File: config.mk
export PLATFORM = sky130hd
export DESIGN_NAME = weighted_edit_distance_top
export DESIGN_NICKNAME = d
export VERILOG_FILES = /design/src/rtl/core/wed_pkg.sv /design/src/rtl/core/wed_ram.sv /design/src/rtl/core/weighted_edit_distance_top.sv
export SDC_FILE = /design/constraint.sdc
export NUM_CORES = 2
export LEC_CHECK = 0
export ABC_AREA = 1
export BUFFER_PORTS_ARGS = -buffer_cell sky130_fd_sc_hd__buf_2
export CAP_MARGIN = 0
export CORE_MARGIN = 2
export CORE_UTILIZATION = 38
export DETAILED_ROUTE_END_ITERATION = 7
export SLEW_MARGIN = 30
export SYNTH_ARGS = -nofsm -noshare
export SYNTH_HDL_FRONTEND = slang
export SYNTH_SLANG_ARGS = --single-unit
File: constraint.sdc
create_clock -name clk -period 13.6 [get_ports clk]
set_input_delay 2.04 -clock clk [delete_from_list [all_inputs] [get_ports clk]]
set_output_delay 2.04 -clock clk [all_outputs]
set_load 0.05 [all_outputs]
File: src/rtl/core/wed_pkg.sv
package wed_pkg;

  localparam int unsigned COST_W = 11;
  localparam int unsigned WEIGHT_W = 4;
  localparam int unsigned SYM_W = 8;
  localparam int unsigned CMD_W = 2;
  localparam int unsigned CFG_IDX_W = 2;

  localparam logic [COST_W-1:0] COST_LIMIT = 11'd2047;

  typedef enum logic [CMD_W-1:0] {
    CMD_APPEND_FIRST  = 2'd0,
    CMD_APPEND_SECOND = 2'd1,
    CMD_COMPUTE       = 2'd2,
    CMD_NOP           = 2'd3
  } cmd_t;

  typedef enum logic [CFG_IDX_W-1:0] {
    REG_DELETION     = 2'd0,
    REG_INSERTION    = 2'd1,
    REG_SUBSTITUTION = 2'd2,
    REG_UNUSED       = 2'd3
  } reg_idx_t;

  typedef enum logic [2:0] {
    ST_IDLE,
    ST_INIT,
    ST_ROW_START,
    ST_ROW_LOAD,
    ST_CELL,
    ST_DONE
  } state_t;

  typedef logic [COST_W-1:0] cost_t;
  typedef logic [WEIGHT_W-1:0] weight_t;

  // Add a weight to a cost, clamp at the largest cost.
  function automatic cost_t sat_add(input cost_t a, input weight_t b);
    logic [COST_W:0] s;
    s = {1'b0, a} + {{(COST_W + 1 - WEIGHT_W){1'b0}}, b};
    return s[COST_W] ? COST_LIMIT : s[COST_W-1:0];
  endfunction

  function automatic cost_t min3(input cost_t a, input cost_t b, input cost_t c);
    cost_t m;
    m = (a < b) ? a : b;
    return (m < c) ? m : c;
  endfunction

endpackage

File: src/rtl/core/wed_ram.sv
module wed_ram #(
  parameter int unsigned WIDTH = 8,
  parameter int unsigned DEPTH = 64
) (
  input  logic                                         clk,
  input  logic                                         wr_en,
  input  logic [((DEPTH > 1) ? $clog2(DEPTH) : 1)-1:0] wr_addr,
  input  logic [WIDTH-1:0]                             wr_data,
  input  logic [((DEPTH > 1) ? $clog2(DEPTH) : 1)-1:0] rd_addr,
  output logic [WIDTH-1:0]                             rd_data
);

  logic [WIDTH-1:0] mem [DEPTH];

  always_ff @(posedge clk) begin
    if (wr_en) begin
      mem[wr_addr] <= wr_data;
    end
    rd_data <= mem[rd_addr];
  end

endmodule

File: src/rtl/core/weighted_edit_distance_top.sv
// Channel   Handshake                    Payload
// -------   ---------------------------  ------------------------------------
// command   start & !busy                command[1:0], symbol[7:0]
// config    cfg_valid & cfg_ready        cfg_index[1:0], cfg_data[3:0]
// result    result_valid (one cycle)     distance[10:0], overflowed
//
// An append transaction leaves busy low. A compute transaction sweeps the
// matrix row by row, one matrix cell per cycle within a row, through the
// shared cell unit and the single read port of the cost row memory, with a
// row start and row load step between rows. busy stays high until the result
// strobe. rst is synchronous, clears lengths, overflow and control, and sets
// weights to 1, 1, 2; string and row memories hold garbage until written. The
// receiver cannot stall: result_valid is high for exactly one cycle per compute.
module weighted_edit_distance_top #(
  parameter int unsigned MAX_LEN = 64
) (
  input  logic                       clk,
  input  logic                       rst,
  input  logic                       start,
  output logic                       busy,
  input  logic [wed_pkg::CMD_W-1:0]  command,
  input  logic [wed_pkg::SYM_W-1:0]  symbol,
  input  logic                       cfg_valid,
  output logic                       cfg_ready,
  input  logic [wed_pkg::CFG_IDX_W-1:0] cfg_index,
  input  logic [wed_pkg::WEIGHT_W-1:0]  cfg_data,
  output logic                       result_valid,
  output logic [wed_pkg::COST_W-1:0] distance,
  output logic                       overflowed
);

  import wed_pkg::*;

  localparam int unsigned AW = (MAX_LEN > 1) ? $clog2(MAX_LEN) : 1;
  localparam int unsigned LW = $clog2(MAX_LEN + 1);
  localparam logic [LW-1:0] LEN_FULL = LW'(MAX_LEN);
  localparam logic [LW-1:0] LEN_ONE = LW'(1);

  state_t state, state_next;

  // Configuration weights
  weight_t deletion_cost, insertion_cost, substitution_cost;

  // String bookkeeping
  logic [LW-1:0] first_length, second_length;
  logic          overflow_flag;

  // Sweep counters and cell operands
  logic [LW-1:0] row_count;   // rows of the second string done
  logic [LW-1:0] col_idx;     // current column, zero based
  cost_t         col0;        // left boundary of the current row
  cost_t         left;        // cell just computed in this row
  cost_t         diag;        // upper-left neighbor
  logic [SYM_W-1:0] row_sym;  // second-string byte of this row

  // Memory ports
  logic             first_we, second_we, row_we;
  logic [AW-1:0]    first_waddr, second_waddr, row_waddr;
  logic [AW-1:0]    first_raddr, second_raddr, row_raddr;
  logic [SYM_W-1:0] first_rdata, second_rdata;
  cost_t            row_wdata, row_rdata;

  // Shared cell unit
  cost_t   cell_value;
  weight_t sub_weight;

  logic accept;
  logic last_col;

  assign busy      = (state != ST_IDLE);
  assign cfg_ready = 1'b1;
  assign accept    = start && !busy;
  assign last_col  = ((col_idx + LEN_ONE) == first_length);

  // Pick the diagonal weight, then take the cheapest of the three moves.
  assign sub_weight = (first_rdata == row_sym) ? '0 : substitution_cost;
  assign cell_value = min3(sat_add(row_rdata, deletion_cost),
                           sat_add(left, insertion_cost),
                           sat_add(diag, sub_weight));

  wed_ram #(.WIDTH(SYM_W), .DEPTH(MAX_LEN)) u_first_ram (
    .clk     (clk),
    .wr_en   (first_we),
    .wr_addr (first_waddr),
    .wr_data (symbol),
    .rd_addr (first_raddr),
    .rd_data (first_rdata)
  );

  wed_ram #(.WIDTH(SYM_W), .DEPTH(MAX_LEN)) u_second_ram (
    .clk     (clk),
    .wr_en   (second_we),
    .wr_addr (second_waddr),
    .wr_data (symbol),
    .rd_addr (second_raddr),
    .rd_data (second_rdata)
  );

  // Row entry y of the recurrence lives at address y - 1; entry 0 is col0.
  wed_ram #(.WIDTH(COST_W), .DEPTH(MAX_LEN)) u_row_ram (
    .clk     (clk),
    .wr_en   (row_we),
    .wr_addr (row_waddr),
    .wr_data (row_wdata),
    .rd_addr (row_raddr),
    .rd_data (row_rdata)
  );

  // Next state
  always_comb begin
    state_next = state;
    unique case (state)
      ST_IDLE: begin
        if (accept && (cmd_t'(command) == CMD_COMPUTE)) begin
          state_next = ST_INIT;
        end
      end
      ST_INIT: begin
        if (col_idx == first_length) begin
          state_next = ST_ROW_START;
        end
      end
      ST_ROW_START: begin
        state_next = (row_count == second_length) ? ST_DONE : ST_ROW_LOAD;
      end
      ST_ROW_LOAD: begin
        state_next = (first_length == '0) ? ST_ROW_START : ST_CELL;
      end
      ST_CELL: begin
        if (last_col) begin
          state_next = ST_ROW_START;
        end
      end
      ST_DONE: begin
        state_next = ST_IDLE;
      end
      default: state_next = ST_IDLE;
    endcase
  end

  // Memory controls
  always_comb begin
    first_we     = 1'b0;
    second_we    = 1'b0;
    row_we       = 1'b0;
    first_waddr  = first_length[AW-1:0];
    second_waddr = second_length[AW-1:0];
    row_waddr    = col_idx[AW-1:0];
    row_wdata    = cell_value;
    first_raddr  = '0;
    second_raddr = row_count[AW-1:0];
    row_raddr    = '0;
    unique case (state)
      ST_IDLE: begin
        // Append lands at the current length unless the string is full.
        if (accept) begin
          first_we  = (cmd_t'(command) == CMD_APPEND_FIRST) && (first_length != LEN_FULL);
          second_we = (cmd_t'(command) == CMD_APPEND_SECOND) &&
                      (second_length != LEN_FULL);
        end
      end
      ST_INIT: begin
        row_we    = (col_idx != first_length);
        row_wdata = sat_add(left, insertion_cost);
      end
      ST_CELL: begin
        row_we = 1'b1;
        // Fetch the next column while writing this one.
        if (!last_col) begin
          first_raddr = AW'(col_idx + LEN_ONE);
          row_raddr   = AW'(col_idx + LEN_ONE);
        end
      end
      ST_ROW_START, ST_ROW_LOAD, ST_DONE: begin
      end
      default: begin
      end
    endcase
  end

  // Registers
  always_ff @(posedge clk) begin
    if (rst) begin
      state             <= ST_IDLE;
      deletion_cost     <= WEIGHT_W'(1);
      insertion_cost    <= WEIGHT_W'(1);
      substitution_cost <= WEIGHT_W'(2);
      first_length      <= '0;
      second_length     <= '0;
      overflow_flag     <= 1'b0;
      result_valid      <= 1'b0;
    end else begin
      state        <= state_next;
      result_valid <= (state == ST_DONE);

      if (cfg_valid && cfg_ready) begin
        unique case (reg_idx_t'(cfg_index))
          REG_DELETION:     deletion_cost     <= cfg_data;
          REG_INSERTION:    insertion_cost    <= cfg_data;
          REG_SUBSTITUTION: substitution_cost <= cfg_data;
          REG_UNUSED: begin
          end
          default: begin
          end
        endcase
      end

      if (state == ST_IDLE && accept) begin
        unique case (cmd_t'(command))
          CMD_APPEND_FIRST: begin
            if (first_length != LEN_FULL) begin
              first_length <= first_length + LEN_ONE;
            end else begin
              overflow_flag <= 1'b1;
            end
          end
          CMD_APPEND_SECOND: begin
            if (second_length != LEN_FULL) begin
              second_length <= second_length + LEN_ONE;
            end else begin
              overflow_flag <= 1'b1;
            end
          end
          CMD_COMPUTE, CMD_NOP: begin
          end
          default: begin
          end
        endcase
      end

      // Clear the strings once the result goes out.
      if (state == ST_DONE) begin
        first_length  <= '0;
        second_length <= '0;
        overflow_flag <= 1'b0;
      end
    end
  end

  // Sweep datapath
  always_ff @(posedge clk) begin
    unique case (state)
      ST_IDLE: begin
        col_idx   <= '0;
        row_count <= '0;
        col0      <= '0;
        left      <= '0;
      end
      ST_INIT: begin
        // Build the top boundary row, one entry a cycle.
        if (col_idx != first_length) begin
          left    <= sat_add(left, insertion_cost);
          col_idx <= col_idx + LEN_ONE;
        end
      end
      ST_ROW_START: begin
      end
      ST_ROW_LOAD: begin
        row_sym <= second_rdata;
        diag    <= col0;
        col0    <= sat_add(col0, deletion_cost);
        left    <= sat_add(col0, deletion_cost);
        col_idx <= '0;
        if (first_length == '0) begin
          row_count <= row_count + LEN_ONE;
        end
      end
      ST_CELL: begin
        diag <= row_rdata;
        left <= cell_value;
        if (last_col) begin
          row_count <= row_count + LEN_ONE;
        end else begin
          col_idx <= col_idx + LEN_ONE;
        end
      end
      ST_DONE: begin
        // The last cell of the last row is the distance.
        distance   <= left;
        overflowed <= overflow_flag;
      end
      default: begin
      end
    endcase
  end

endmodule
# After elaboration in Yosys (flattened, before gate mapping)
# Memories as Yosys holds them, arrays and structs flattened. A register that Yosys moved wholly into a read port is not among the register bits.
# Cells that the tools add are included.
[word_totals] out_inout_bits=15 register_bits=98 in_bits=20 mem_bits_rw=1728 mem_count=3 word_cells=122
[op_classes] addsub=8 n_eq_ne=24 mux=40 magnitude_cmp=2 n_reduce_logical=29
[memory_table] memory="u_row_ram.mem" depth=64 word_bits=11 rd=1 rd_ports_with_merged_regs=1 wr=1 line="wed_ram.sv:13" rtl="logic [WIDTH-1:0] mem [DEPTH];"
[memory_table] memory="u_first_ram.mem" depth=64 word_bits=8 rd=1 rd_ports_with_merged_regs=1 wr=1 line="wed_ram.sv:13"
[memory_table] memory="u_second_ram.mem" depth=64 word_bits=8 rd=1 rd_ports_with_merged_regs=1 wr=1 line="wed_ram.sv:13"
[ops] op="two-way mux 11 bit" count=8
[ops] op="adder 11 x 4 -> 12 bit" count=4
[ops] op="one-hot mux 11 bit (2 select lines)" count=2
[ops] op="one-hot mux 11 bit (4 select lines)" count=1
[ops] op="one-hot mux 7 bit (3 select lines)" count=2
[ops] op="adder 7 x 1 -> 7 bit (second input constant)" count=4
[ops] op="two-way mux 7 bit" count=4
[ops] op="< comparator 11 bit" count=2
[ops] op="== test 7 bit" count=3
[ops] op="!= test 2 bit (second input constant)" count=8
[ops] op="two-way mux 3 bit" count=5
[ops] op="one-hot mux 3 bit (5 select lines)" count=1
[ops] op="AND reduction 3 bit" count=5
[ops] op="!= test 7 bit (second input constant)" count=2
[ops] op="two-way mux 1 bit" count=12
[ops] op="two-way mux 6 bit" count=2
[ops] op="nonzero test 3 bit" count=3
[ops] op="== test 8 bit" count=1
[ops] op="AND reduction 2 bit" count=4
[ops] op="logical NOT 7 bit" count=1
[ops] op="!= test 7 bit" count=1
[ops] op="== test 3 x 2 -> 1 bit (second input constant)" count=2
[ops] op="== test 3 bit (second input constant)" count=2
[ops] op="nonzero test 2 bit" count=3
[ops] op="other kinds (12)" count=21

# Depth between registers and ports, before layout
[logic_depth] word_depth=7 depth_mapped=34 mapped_depth_nobuf=32

# Hierarchy
# Synthesis repeated with hierarchy kept, for this count alone.
[hier_totals] hier_cells=6963 hier_area_um2=78353.9
[modules_own_cells] mod="wed_ram (u_first_ram ...)" instances=2 cells_each=1805 seq_area_each_um2=15534.9 area_per_inst_um2=21339.2
[modules_own_cells] mod="wed_ram (u_row_ram)" instances=1 cells_each=2446 seq_area_each_um2=21360.5 area_per_inst_um2=28825.1
[modules_own_cells] mod="weighted_edit_distance_top" instances=1 cells_each=907 seq_area_each_um2=2632.5 area_per_inst_um2=6850.3

# Worst setup path after synthesis
# OpenSTA, ideal clock, no wires.
[synth_path] kind="register to register" startpoint="reg left[0]" endpoint="mem u_row_ram.mem[0][3] (netlist name) (data pin)" period_less_slack_ns=5.749 setup_ns=0.514 t_arrival_ns=5.235 required_ns=13.086 path_stages_with_launch=30 n_path_buf=1 path_slack_ns=7.851 path_cell_list="edfxtp_1 ha_1 inv_1 fa_1 o21ai_0 a21oi_1 nor2_1 inv_1 nor2_1 nand2_1 xnor2_1 nor2_1 ha_1 nand2_1 nor3_1 nand3_1 nand3_1 clkinv_1 nand2_1 o21a_1 inv_1 ha_1 a21oi_1 nand3b_1 a21oi_1 a2111oi_0 clkbuf_1 nand3_1 nand3_1 nand2_1"
[synth_between] elab_chain_cells=7
[synth_rtl] item="start, declared" line="weighted_edit_distance_top.sv:52" rtl="cost_t left;"
[synth_rtl] item="start signal, assigned" line="weighted_edit_distance_top.sv:252" rtl="left <= sat_add(left, insertion_cost);"
[synth_rtl] item="start signal, assigned" line="weighted_edit_distance_top.sv:262" rtl="left <= sat_add(col0, deletion_cost);"
[synth_rtl] item="start signal, assigned" line="weighted_edit_distance_top.sv:270" rtl="left <= cell_value;"
[synth_rtl] item="adder 11 x 4 -> 12 bit (*)" line="wed_pkg.sv:40" rtl="s = {1'b0, a} + {{(COST_W + 1 - WEIGHT_W){1'b0}}, b};"
[synth_rtl] item="two-way mux 11 bit (*)" line="wed_pkg.sv:41" rtl="return s[COST_W] ? COST_LIMIT : s[COST_W-1:0];"
[synth_rtl] item="< comparator 11 bit" line="wed_pkg.sv:46" rtl="m = (a < b) ? a : b;"
[synth_rtl] item="two-way mux 11 bit" line="wed_pkg.sv:46"
[synth_rtl] item="< comparator 11 bit" line="wed_pkg.sv:47" rtl="return (m < c) ? m : c;"
[synth_rtl] item="two-way mux 11 bit" line="wed_pkg.sv:47"
[synth_rtl] item="two-way mux 11 bit (*)" line="weighted_edit_distance_top.sv:153" rtl="unique case (state)"
[synth_rtl] item="net row_wdata[3]" line="weighted_edit_distance_top.sv:61" rtl="cost_t row_wdata, row_rdata;"
[synth_rtl] item="end, declared" line="wed_ram.sv:13"
# The timed path passes the listed nets; every way through them passes the cells marked *.

# Worst setup path in the final report
[layout_path] startpoint="reg left[0]" endpoint="mem u_row_ram.mem[38][5] (netlist name) (data pin)"
# Same word-level chain as after synthesis.

==> key figures <==
Yosys
  • Prevailing post-synth register cell: edfxtp_1
  • Synth top cells by count: edfxtp_1, nand2_1, nand3_1, inv_1, nor2_1
  • #FFs+latches synth: 1853
  • Yosys top cell by area: edfxtp_1
  • Async set or reset register ratio after synthesis: 0
  • Count leader, synth: edfxtp_1
  • Number of flops mapped to enable cells by yosys: 1795
  • Synth cell types: 48
  • Syn Nets: 6953
  • Register area share after synthesis: 0.6987
  • Gate Count Post-Synth: 6889
  • Mapped Area: 78810 um2
  • Top cells by area, synth: edfxtp_1, nand2_1, nand3_1
  • Synth top area share: 0.6839
  • Syn_area_per_cell: 11.44 um2
  • Synthesis Warnings: 0

Finish
  • N_diodes: 0
  • Layout Nets: 6891
  • Register area: 55060 um2
  • Final std cells w/o fill: 9683
  • Area grow syn2layout: 11.33%
  • Layout cells sized above 1: 0.06949
  • Multi-input gate area: 19230 um2
  • Fillers: 19010

Clock tree
  • CTS Sinks: 1853
  • CTS max path bufs: 3
  • Post-cts resize count: 0
  • CTS tree: done
  • Clock Pin Slew Worst Setup and Hold Paths: 0.06 ns
  • Setup bufs post-CTS: 0
  • CTS buffer count: 183
  • CTS HTree Levels: 4
  • CTS Hold Bufs: 0
  • Worst skew pair latency: 0.83 ns
  • CTS root buffer: clkbuf_16

Setup path
  • Crit path largest cell delay: 0.55 ns
  • Slowest-stage cell, CP: nand2_2
  • CP endpoint kind: register
  • Setup CP Type: reg -> reg
  • Top cell by count, worst path: nand2_1
  • Kind of start point of the critical path: register
  • Required time of the critical path: 14.17 ns
  • Internal reg-to-reg setup slack: 6.75 ns
  • WP data arrival: 7.42 ns
  • Crit path max fanout: 36

Timing
  • Clk_skew: 0.03908 ns
  • Unrepaired setup endpoints after global routing: no
  • Peak Freq: 146.1 MHz
  • Final Hold Fails: 0
  • Setup TNS: 0 ns
  • Slew headroom: 0.2385
  • Min Tclk post-route: 6.846 ns
  • Period Utilization, post-route: 0.5034
  • Least-Margin Pin Slew: 1.142 ns
  • Final setup vio count: 0
  • Final Max Slew Viols: 0

Outcome
  • Status: complete, no violations

Global route
  • Pin count of the biggest net entering global routing: 235
  • Vias in the first global route: 48720
  • Initial antenna violation count: 1
  • Overflow after GRT: 0
  • First-pass GRT wire length: 309.2 mm
  • GR Util All Layers: 0.1929

Pwr
  • Leak pwr: 31.36 nW
  • Peak supply drop: 315.1 uV
  • PwrDens: 182.4 nW/um2

Die
  • Die X: 459.4 um
  • Core area: 206700 um2
  • Die Ht: 459.4 um
  • Starting density of the core: 0.3814
  • Row count: 167
  • I/O Pins: 35
  • Total Die Area: 211100 um2

Route
  • Pre-antenna DRT Iters: 6
  • Routed Antenna Nets: 0
  • # DRC: 0
  • DRT iter0 DRCs: 5522
  • DR vias/cell: 5.258
  • WL final: 206.7 mm
  • Vias: 50910
  • Mean routed wirelength per cell: 21.34 um

Place
  • DP Cell Count: 9341
  • Port bufs: 33
  • Detailed Place HPWL: 119.9 mm
  • Routability cong.: 0.8265

Flow run
  • Max Cap Violations: 0

Hold path
  • HP Class: reg -> reg
[cell usage in the layout (no fill, tap or decap), types with 46 or more instances in the layout]
master     instances
edfxtp_1        1795
nand2_1         1434
nand3_1          855
inv_1            793
nor2_1           540
o211ai_1         340
clkbuf_16        186
o21ai_0          175
buf_4             90
o32ai_1           81
dfxtp_1           58
a21oi_1           55
mux2i_1           48
o221ai_1          48
nor2_2            46
[per-layer routing]
| layer | vias to the layer above | wire (um) | global-route usage |
|---|---|---|---|
| li1 | 23890 | - | - |
| met1 | 24940 | 89350 | 0.2647 |
| met2 | 1724 | 98340 | 0.3139 |
| met3 | 353 | 12640 | 0.02806 |
| met4 | 0 | 6326 | 0.06473 |
| met5 | - | 0 | 0 |
[worst paths after layout]
path | startpoint | endpoint | cells past startpoint
worst max-delay path | left[0] | u_row_ram.mem[38][5] | 30
worst min-delay path | u_second_ram.rd_data[4] | row_sym[4] | 0
worst max register to register | left[0] | u_row_ram.mem[38][5] | 30
worst min register to register | u_second_ram.rd_data[4] | row_sym[4] | 0
[power breakdown]
group / internal [mW] / switching (mW) / total, mW / leakage [nW]
Sequential: 7.58 / 0.104 / 7.69 / 16.8
Combinational: 0.671 / 2.63 / 3.30 / 11.7
Clock: 2.82 / 2.19 / 5.01 / 2.87
[stage by stage]
step	worst slack [ns]	hold slack, ns	cell area, um2	util	power, mW
after floorplan	7.851	0.3855	78810	-	9.631
after global placement	6.984	0.3912	81550	0.3946	11.05
after detailed placement	6.828	0.3985	81670	0.3952	11.10
after CTS	6.790	0.4140	87560	0.4237	16.08
after global routing	5.919	0.4200	87750	0.4246	16.61
final	6.754	0.4005	87750	0.4246	16.00
[layout make-up]
class	count	share of cell area
inverter	807	0.03481
tap	2704	0.03856
sequential	1853	0.6275
clock buffer	235	0.05583
multi-input combinational	3848	0.2192
clock inverter	102	0.01128
timing repair buffer	134	0.01283
[state kept, by name (all words and copies together), names as in the netlist, 7 cells and up]
name and flops:
second_length 7, u_row_ram.mem 704, first_length 7, row_sym 8, u_second_ram.mem 512, left 11, diag 11, col0 11
row_count 7, u_first_ram.rd_data 8, distance 11, u_second_ram.rd_data 8, col_idx 7, u_row_ram.rd_data 11, u_first_ram.mem 512
[cells by family after synthesis]
group | count (synthesis) | synth area share
and+or+nand+nor | 2967 | 0.1574
DFF | 1853 | 0.6987
buffers and inverters | 1188 | 0.06006
AOI/OAI and AO/OA | 747 | 0.06580
muxes | 48 | 0.006096
adders and majority gates | 44 | 0.007366
xor gates and xnor gates | 41 | 0.004556
other | 1 | 0.00004758
[critical path, delay by kind of cell, from the launching register on]
family,cells,cell delay (ns)
adder cells (fa/ha/maj),4,1.22
XOR/XNOR,1,0.20
AND/OR/NAND/NOR,14,2.79
flip-flops,1,0.36
buffers and inverters,5,1.04
AO/OA/AOI/OAI,6,0.93
Note: power is estimated with default switching activity, not from simulation.
